--- src/hw/rtl/ime_pkg.sv ---
// Shared types, constants and message layout table for the ITCH field extractor.
package ime_pkg;

  // Status codes of a result
  localparam logic [1:0] ST_FIELD   = 2'd0;
  localparam logic [1:0] ST_OK      = 2'd1;
  localparam logic [1:0] ST_UNKNOWN = 2'd2;
  localparam logic [1:0] ST_SHORT   = 2'd3;

  localparam int MaxMsgBytes = 64;
  localparam int PosW        = $clog2(MaxMsgBytes);
  localparam int MaxFields   = 17;
  localparam int FifoDepth   = 4;
  localparam int FifoPtrW    = $clog2(FifoDepth);

  // End of the first field, one past its last byte (type byte plus 2-byte locate)
  localparam logic [PosW:0] FirstEnd = (PosW+1)'(3);

  typedef struct packed {
    logic [7:0]  msg_type;
    logic [4:0]  field_index;
    logic [63:0] field_value;
    logic [3:0]  field_bytes;
    logic [1:0]  status;
    logic        last;
  } ime_result_t;

  // Field widths per type, field 0 in the lowest nibble; zero means no field
  function automatic logic [4*MaxFields-1:0] lay_row(input logic [7:0] code);
    logic [4*MaxFields-1:0] r;
    r = '0;
    case (code)
      8'h53: r = 68'h1622;                // S
      8'h52: r = 68'h14111112114118622;   // R
      8'h48: r = 68'h4118622;             // H
      8'h59: r = 68'h18622;               // Y
      8'h4C: r = 68'h11184622;            // L
      8'h56: r = 68'h888622;              // V
      8'h57: r = 68'h1622;                // W
      8'h4B: r = 68'h4148622;             // K
      8'h4A: r = 68'h44448622;            // J
      8'h68: r = 68'h118622;              // h
      8'h41: r = 68'h48418622;            // A
      8'h46: r = 68'h448418622;           // F
      8'h45: r = 68'h848622;              // E
      8'h43: r = 68'h41848622;            // C
      8'h58: r = 68'h48622;               // X
      8'h44: r = 68'h8622;                // D
      8'h55: r = 68'h4488622;             // U
      8'h50: r = 68'h848418622;           // P
      8'h51: r = 68'h18488622;            // Q
      8'h42: r = 68'h8622;                // B
      8'h49: r = 68'h114448188622;        // I
      8'h4E: r = 68'h18622;               // N
      8'h4F: r = 68'h44844418622;         // O
      default: r = '0;
    endcase
    return r;
  endfunction

  // Width in bytes of field idx of a type, zero past the last field
  function automatic logic [3:0] lay_width(input logic [7:0] code, input logic [4:0] idx);
    logic [4*MaxFields-1:0] row;
    row = lay_row(code);
    if (idx < 5'(MaxFields)) begin
      return row[4*idx +: 4];
    end
    return 4'd0;
  endfunction

endpackage

--- src/hw/rtl/ime_parser.sv ---
// Byte position tracking, field assembly and status generation.
module ime_parser (
  input  logic                 clk,
  input  logic                 rst,
  input  logic                 accept,
  input  logic [7:0]           data_byte,
  input  logic                 end_of_buffer,
  output logic                 push_a,
  output logic                 push_b,
  output ime_pkg::ime_result_t res_a,
  output ime_pkg::ime_result_t res_b
);

  logic [ime_pkg::PosW-1:0] byte_position, byte_position_next;
  logic [7:0]               type_register, type_register_next;
  logic [63:0]              field_accumulator, field_accumulator_next;
  logic [4:0]               field_counter, field_counter_next;
  logic                     type_known, type_known_next;
  logic [ime_pkg::PosW:0]   field_end, field_end_next;

  logic [3:0]  cur_w;
  logic [3:0]  nxt_w;
  logic [3:0]  left_w;
  logic [63:0] acc_sh;
  logic        fld_done;
  logic [1:0]  st;
  ime_pkg::ime_result_t fld_res, st_res;

  assign cur_w  = ime_pkg::lay_width(type_register, field_counter);
  assign nxt_w  = ime_pkg::lay_width(type_register, field_counter + 5'd1);
  assign acc_sh = {field_accumulator[55:0], data_byte};

  // Per-byte state update
  always_comb begin
    byte_position_next     = byte_position;
    type_register_next     = type_register;
    field_accumulator_next = field_accumulator;
    field_counter_next     = field_counter;
    type_known_next        = type_known;
    field_end_next         = field_end;
    fld_done               = 1'b0;
    if (byte_position == '0) begin
      type_register_next     = data_byte;
      type_known_next        = (ime_pkg::lay_width(data_byte, 5'd0) != 4'd0);
      field_counter_next     = '0;
      field_accumulator_next = '0;
      field_end_next         = ime_pkg::FirstEnd;
    end else if (type_known && cur_w != 4'd0) begin
      field_accumulator_next = acc_sh;
      if ({1'b0, byte_position} + 1'b1 == field_end) begin
        fld_done               = 1'b1;
        field_accumulator_next = '0;
        field_counter_next     = field_counter + 5'd1;
        field_end_next         = field_end + (ime_pkg::PosW+1)'(nxt_w);
      end
    end
    if (byte_position != ime_pkg::PosW'(ime_pkg::MaxMsgBytes - 1)) begin
      byte_position_next = byte_position + 1'b1;
    end
    if (end_of_buffer) begin
      byte_position_next     = '0;
      field_counter_next     = '0;
      field_accumulator_next = '0;
      type_known_next        = 1'b0;
    end
  end

  // Status of the message at its final byte
  assign left_w = ime_pkg::lay_width(type_register_next,
                                     fld_done ? field_counter + 5'd1 : field_counter);
  always_comb begin
    if (!(byte_position == '0 ? (ime_pkg::lay_width(data_byte, 5'd0) != 4'd0)
                              : type_known)) begin
      st = ime_pkg::ST_UNKNOWN;
    end else if (left_w != 4'd0) begin
      st = ime_pkg::ST_SHORT;
    end else begin
      st = ime_pkg::ST_OK;
    end
  end

  // Result assembly; a field result goes ahead of the status
  always_comb begin
    fld_res.msg_type    = type_register_next;
    fld_res.field_index = field_counter;
    fld_res.field_value = acc_sh;
    fld_res.field_bytes = cur_w;
    fld_res.status      = ime_pkg::ST_FIELD;
    fld_res.last        = 1'b0;
    st_res.msg_type     = type_register_next;
    st_res.field_index  = '0;
    st_res.field_value  = '0;
    st_res.field_bytes  = '0;
    st_res.status       = st;
    st_res.last         = 1'b1;
    push_a = accept && (fld_done || end_of_buffer);
    push_b = accept && fld_done && end_of_buffer;
    res_a  = fld_done ? fld_res : st_res;
    res_b  = st_res;
  end

  always_ff @(posedge clk) begin
    if (rst) begin
      byte_position     <= '0;
      type_register     <= '0;
      field_accumulator <= '0;
      field_counter     <= '0;
      type_known        <= 1'b0;
      field_end         <= ime_pkg::FirstEnd;
    end else if (accept) begin
      byte_position     <= byte_position_next;
      type_register     <= type_register_next;
      field_accumulator <= field_accumulator_next;
      field_counter     <= field_counter_next;
      type_known        <= type_known_next;
      field_end         <= field_end_next;
    end
  end

endmodule

--- src/hw/rtl/ime_out_fifo.sv ---
// Small result queue taking up to two results per cycle and giving one per cycle while out_ready is high.
module ime_out_fifo (
  input  logic                 clk,
  input  logic                 rst,
  input  logic                 push_a,
  input  logic                 push_b,
  input  ime_pkg::ime_result_t res_a,
  input  ime_pkg::ime_result_t res_b,
  output logic                 room,
  output logic                 out_valid,
  input  logic                 out_ready,
  output ime_pkg::ime_result_t out_res
);

  ime_pkg::ime_result_t entries [ime_pkg::FifoDepth];
  logic [ime_pkg::FifoPtrW-1:0] wr_ptr, wr_ptr_next;
  logic [ime_pkg::FifoPtrW-1:0] rd_ptr;
  logic [ime_pkg::FifoPtrW:0]   count, count_next;
  logic                         pop;

  assign pop       = out_valid && out_ready;
  assign out_valid = (count != '0);
  assign out_res   = entries[rd_ptr];
  // Room for two results regardless of this cycle's pop
  assign room      = (count <= (ime_pkg::FifoPtrW+1)'(ime_pkg::FifoDepth - 2));

  always_comb begin
    wr_ptr_next = wr_ptr + ime_pkg::FifoPtrW'(push_a) + ime_pkg::FifoPtrW'(push_b);
    count_next  = count + (ime_pkg::FifoPtrW+1)'(push_a) + (ime_pkg::FifoPtrW+1)'(push_b)
                  - (ime_pkg::FifoPtrW+1)'(pop);
  end

  // Entry storage
  always_ff @(posedge clk) begin
    if (push_a) begin
      entries[wr_ptr] <= res_a;
    end
    if (push_b) begin
      entries[wr_ptr + 1'b1] <= res_b;
    end
  end

  // Pointers and fill level
  always_ff @(posedge clk) begin
    if (rst) begin
      wr_ptr <= '0;
      rd_ptr <= '0;
      count  <= '0;
    end else begin
      wr_ptr <= wr_ptr_next;
      count  <= count_next;
      if (pop) begin
        rd_ptr <= rd_ptr + 1'b1;
      end
    end
  end

endmodule

--- src/hw/rtl/itch_message_field_extractor.sv ---
// Top level of the ITCH 5.0 message field extractor.
// One message byte is taken per request, one per cycle while the result queue has room
// for two results; each byte is handled by the position counter and the layout table
// lookup. A field result is queued on the cycle its last byte arrives, and the final byte
// of a buffer also queues a status result (ok, unknown type or short) with last set.
// Fields of a message whose status is not ok must be dropped by the consumer. Results
// leave a four-entry queue; input keeps flowing while at most two results wait to be taken.
module itch_message_field_extractor (
  input  logic        clk,
  input  logic        rst,
  input  logic        in_valid,
  output logic        in_ready,
  input  logic [7:0]  data_byte,
  input  logic        end_of_buffer,
  output logic        out_valid,
  input  logic        out_ready,
  output logic [7:0]  msg_type,
  output logic [4:0]  field_index,
  output logic [63:0] field_value,
  output logic [3:0]  field_bytes,
  output logic [1:0]  status,
  output logic        last
);

  logic                 push_a, push_b, room;
  ime_pkg::ime_result_t res_a, res_b, out_res;

  assign in_ready = room;

  // Parser
  ime_parser u_parser (
    .clk           (clk),
    .rst           (rst),
    .accept        (in_valid && room),
    .data_byte     (data_byte),
    .end_of_buffer (end_of_buffer),
    .push_a        (push_a),
    .push_b        (push_b),
    .res_a         (res_a),
    .res_b         (res_b)
  );

  // Result queue
  ime_out_fifo u_fifo (
    .clk       (clk),
    .rst       (rst),
    .push_a    (push_a),
    .push_b    (push_b),
    .res_a     (res_a),
    .res_b     (res_b),
    .room      (room),
    .out_valid (out_valid),
    .out_ready (out_ready),
    .out_res   (out_res)
  );

  assign msg_type    = out_res.msg_type;
  assign field_index = out_res.field_index;
  assign field_value = out_res.field_value;
  assign field_bytes = out_res.field_bytes;
  assign status      = out_res.status;
  assign last        = out_res.last;

endmodule
--- config.mk ---
export PLATFORM = sky130hd
export DESIGN_NAME = itch_message_field_extractor
export DESIGN_NICKNAME = d
export VERILOG_FILES = /design/src/hw/rtl/ime_pkg.sv /design/src/hw/rtl/ime_parser.sv /design/src/hw/rtl/ime_out_fifo.sv /design/src/hw/rtl/itch_message_field_extractor.sv
export SDC_FILE = /design/constraint.sdc
export NUM_CORES = 1
export LEC_CHECK = 0
export ABC_AREA = 1
export BUFFER_PORTS_ARGS = -buffer_cell sky130_fd_sc_hd__buf_2
export CAP_MARGIN = 20
export CELL_PAD_IN_SITES_DETAIL_PLACEMENT = 0
export CELL_PAD_IN_SITES_GLOBAL_PLACEMENT = 1
export CORE_MARGIN = 2
export CORE_UTILIZATION = 49
export CTS_CLUSTER_SIZE = 25
export DETAILED_ROUTE_END_ITERATION = 8
export MAX_ROUTING_LAYER = met4
export PLACE_DENSITY_LB_ADDON = 0.1
export SLEW_MARGIN = 5
export SYNTH_ARGS = -nofsm -noshare
export SYNTH_HDL_FRONTEND = slang
export SYNTH_SLANG_ARGS = --single-unit
--- constraint.sdc ---
create_clock -name clk -period 9.45 [get_ports clk]
set_input_delay 0.945 -clock clk [delete_from_list [all_inputs] [get_ports clk]]
set_output_delay 0.945 -clock clk [all_outputs]
set_load 0.01 [all_outputs]
==> impl_metrics.csv <==
group,metric,value,unit
run_status,status,"completed",
clocking,cts_root_buffer,"clkbuf_16",
die,core,39820,um^2
route,drt-initial-drc-count,1802,
clocking,clk_latency,0.58,ns
grt,overflow,0,
placed_design,io_buffers,98,
finish,fin_cells,3270,
clocking,clockBufferDepth,3,
job,max_cap_violations,0,
grt,antenna_found_initial,0,
timing,slew_viol_final,0,
logic_synthesis,synth_area,19820,um^2
worst_hold_path,hold_path_class,"reg -> reg",
grt,grt_pass1_wl,97860,um
finish,area_growth,10.73,%
placed_design,placed_cell_area,20310,um^2
timing,period_needed,5.474,ns
timing,period_share,57.93,%
logic_synthesis,synthFlopType,"dfxtp_1",
finish,drive_gt1_share,8.998,%
logic_synthesis,yosys_warnings,0,
die,dieArea,42060,um^2
logic_synthesis,async_flop_share,0,%
timing,rsz0062_at_grt,"false",
timing,setup-violations-final,0,
logic_synthesis,syn_inst,2729,
critical_path,critPathMaxFanout,69,
logic_synthesis,ys_types,54,
timing,tightest_slew,0.9592,ns
logic_synthesis,ys_seq_area_share,45.26,%
die,boundaryPins,99,
logic_synthesis,synth_nets,2756,
die,start_util,49.76,%
critical_path,worst_setup_path_end_kind,"register",
critical_path,cp.required,9.87,ns
grt,grt_max_degree,141,
timing,final_hold_viol_count,0,
finish,num-nets-final,2735,
clocking,clkSinkCount,428,
clocking,cts_resized,0,
timing,max_freq,182.7,MHz
clocking,clk_pin_slew_worst_paths,0.06,ns
finish,final_cell_mix,"a21oi_1 (460), o21ai_0 (451), nor2_1 (392)",
route,wire_per_inst,19.31,um
die,die_width,205.1,um
clocking,cts_tree,"yes",
timing,slew_headroom,36.05,%
route,wirelength,63130,um
clocking,cts_setup_buffers,0,
placed_design,hpwl,37520,um
grt,first_global_vias,17584,
grt,track_usage,30.38,%
route,ant_nets,0,
critical_path,cp-start-kind,"register",
clocking,htreeDepth,2,
route,vias,18874,
die,die_h,205.1,um
power,powerDensity,320.9,nW/um^2
finish,design_area,21940,um^2
power,ir_drop,0.1764,mV
finish,fin_util,55.10,%
logic_synthesis,synth-edff-count,40,
finish,n_antenna_cell,0,
critical_path,critPathArrivalTime,5.89,ns
route,first_pass_iters,6,
placed_design,place.gp.congestion,0.9337,
logic_synthesis,syn_avg_cell_area,7.261,um^2
timing,finalSetupTns,0,ns
die,rows,73,
finish,final_common_cell,"a21oi_1",
clocking,ctsHoldBuffers,0,
logic_synthesis,yosys.area.top_type,"dfxtp_1",
critical_path,crit_type,"reg -> reg",
logic_synthesis,synthTopCellsByArea,"dfxtp_1 (39%), a21oi_1 (12%), o21ai_0 (11%)",
logic_synthesis,synth_top_area_share,39.20,%
power,leakage,9.628,nW
placed_design,dp.cells,3182,
logic_synthesis,ys_ff_latch,428,
clocking,cts_made_buffers,46,
route,drc,0,
timing,fin_skew,0.01635,ns
route,viasPerCell,5.772,
## worst paths after layout
| kind | end | depth (start not counted) | slack [ns] | start |
|---|---|---|---|---|
| max | u_fifo.entries[0][52]$_SDFFE_PP0P_ | 20 | 3.98 | u_parser.field_counter[0]$_SDFFE_PP0P_ |
| min reg2reg | u_fifo.entries[2][55]$_SDFFE_PP0P_ | 2 | 0.44 | u_fifo.entries[2][55]$_SDFFE_PP0P_ |
| max reg2reg | u_fifo.entries[0][52]$_SDFFE_PP0P_ | 20 | 3.98 | u_parser.field_counter[0]$_SDFFE_PP0P_ |
| min | u_fifo.entries[2][55]$_SDFFE_PP0P_ | 2 | 0.44 | u_fifo.entries[2][55]$_SDFFE_PP0P_ |
## cell usage after synthesis, types with 5 or more instances
master / instances
edfxtp_1: 40
nor2_4: 5
inv_1: 192
ha_1: 10
dfxtp_1: 388
a21oi_1: 460
o211ai_1: 5
nor3_1: 11
buf_1: 7
o21ai_0: 451
clkbuf_1: 124
nand4_1: 17
nor2_1: 392
buf_6: 5
inv_2: 17
o21a_1: 12
a211oi_1: 18
nand2_1: 273
nand3_1: 58
nand2_2: 7
o21ai_1: 88
o22ai_1: 31
buf_4: 8
xor2_1: 13
buf_2: 50
## state kept, by name, indices dropped and copies added (netlist names), named ones only
name	cells
u_parser.field_accumulator	56
u_fifo.wr_ptr	2
u_parser.field_end	7
u_fifo.rd_ptr	2
u_parser.byte_position	6
u_parser.type_register	8
u_parser.field_counter	5
u_fifo.count	3
u_parser.type_known	1
u_fifo.entries	336
## area by class of cell
class / count / area, um^2
Inverter: 211 / 805.8
Clock buffer: 69 / 1391
Multi-Input combinational cell: 1895 / 9196
Clock inverter: 16 / 158.9
Sequential cell: 428 / 8972
Timing Repair Buffer: 126 / 760.7
Tap cell: 525 / 656.9
Fill cell: 3876 / 17880
## routing by layer
metal / track usage (%) / wire [um] / share of wire, %
met1: 39.22 / 27660 / 44
met2: 50.08 / 30140 / 48
met3: 3.802 / 3748 / 5.9
met4: 8.684 / 1578 / 2.5
met5: - / 0 / 0
## worst max-delay path, stage by stage (launching register included)
cell	delay [ns]
dfxtp_1	0.84
inv_1	0.46
o21ai_1	0.19
nand2_1	0.07
nand2_1	0.06
nand2_1	0.05
nand3_1	0.10
nand2_1	0.06
nand2_1	0.10
nand2_1	0.10
nor2_4	0.15
nor2_8	0.06
nand3_4	0.27
nor2_8	0.11
nor2_8	0.16
inv_4	0.07
nand2_2	0.57
clkinv_2	0.86
buf_4	0.62
o21ai_1	0.23
a21oi_1	0.06
## through the flow
step / hold WS [ns] / power [mW] / worst slack (ns)
6_report: 0.4436 / 7.042 / 3.976
5_1_grt: 0.4604 / 7.490 / 3.547
4_1_cts: 0.4474 / 7.037 / 4.046
3_5_place_dp: 0.4379 / 5.174 / 4.064
3_3_place_gp: 0.4317 / 5.130 / 4.114
2_1_floorplan: 0.4211 / 4.358 / 5.444
## cells by family (layout without fill, tap and decap cells)
family,Yosys count,in the layout,share of synthesized area [%]
adder cells (fa/ha/maj),14,14,1.036
AND/OR/NAND/NOR,784,784,16.42
buffers and inverters,406,422,8.366
XOR/XNOR,13,13,0.5746
AO/OA/AOI/OAI,1084,1084,28.34
flip-flops,428,428,45.26
## power breakdown
group / internal (mW) / leakage, nW / total (mW) / switching, mW
registers: 2.42 / 3.55 / 2.73 / 0.311
clock network: 1.10 / 0.769 / 1.85 / 0.751
logic: 0.870 / 5.31 / 2.46 / 1.59
total: 4.39 / 9.63 / 7.04 / 2.66
Note: power is estimated with default switching activity, not from simulation.
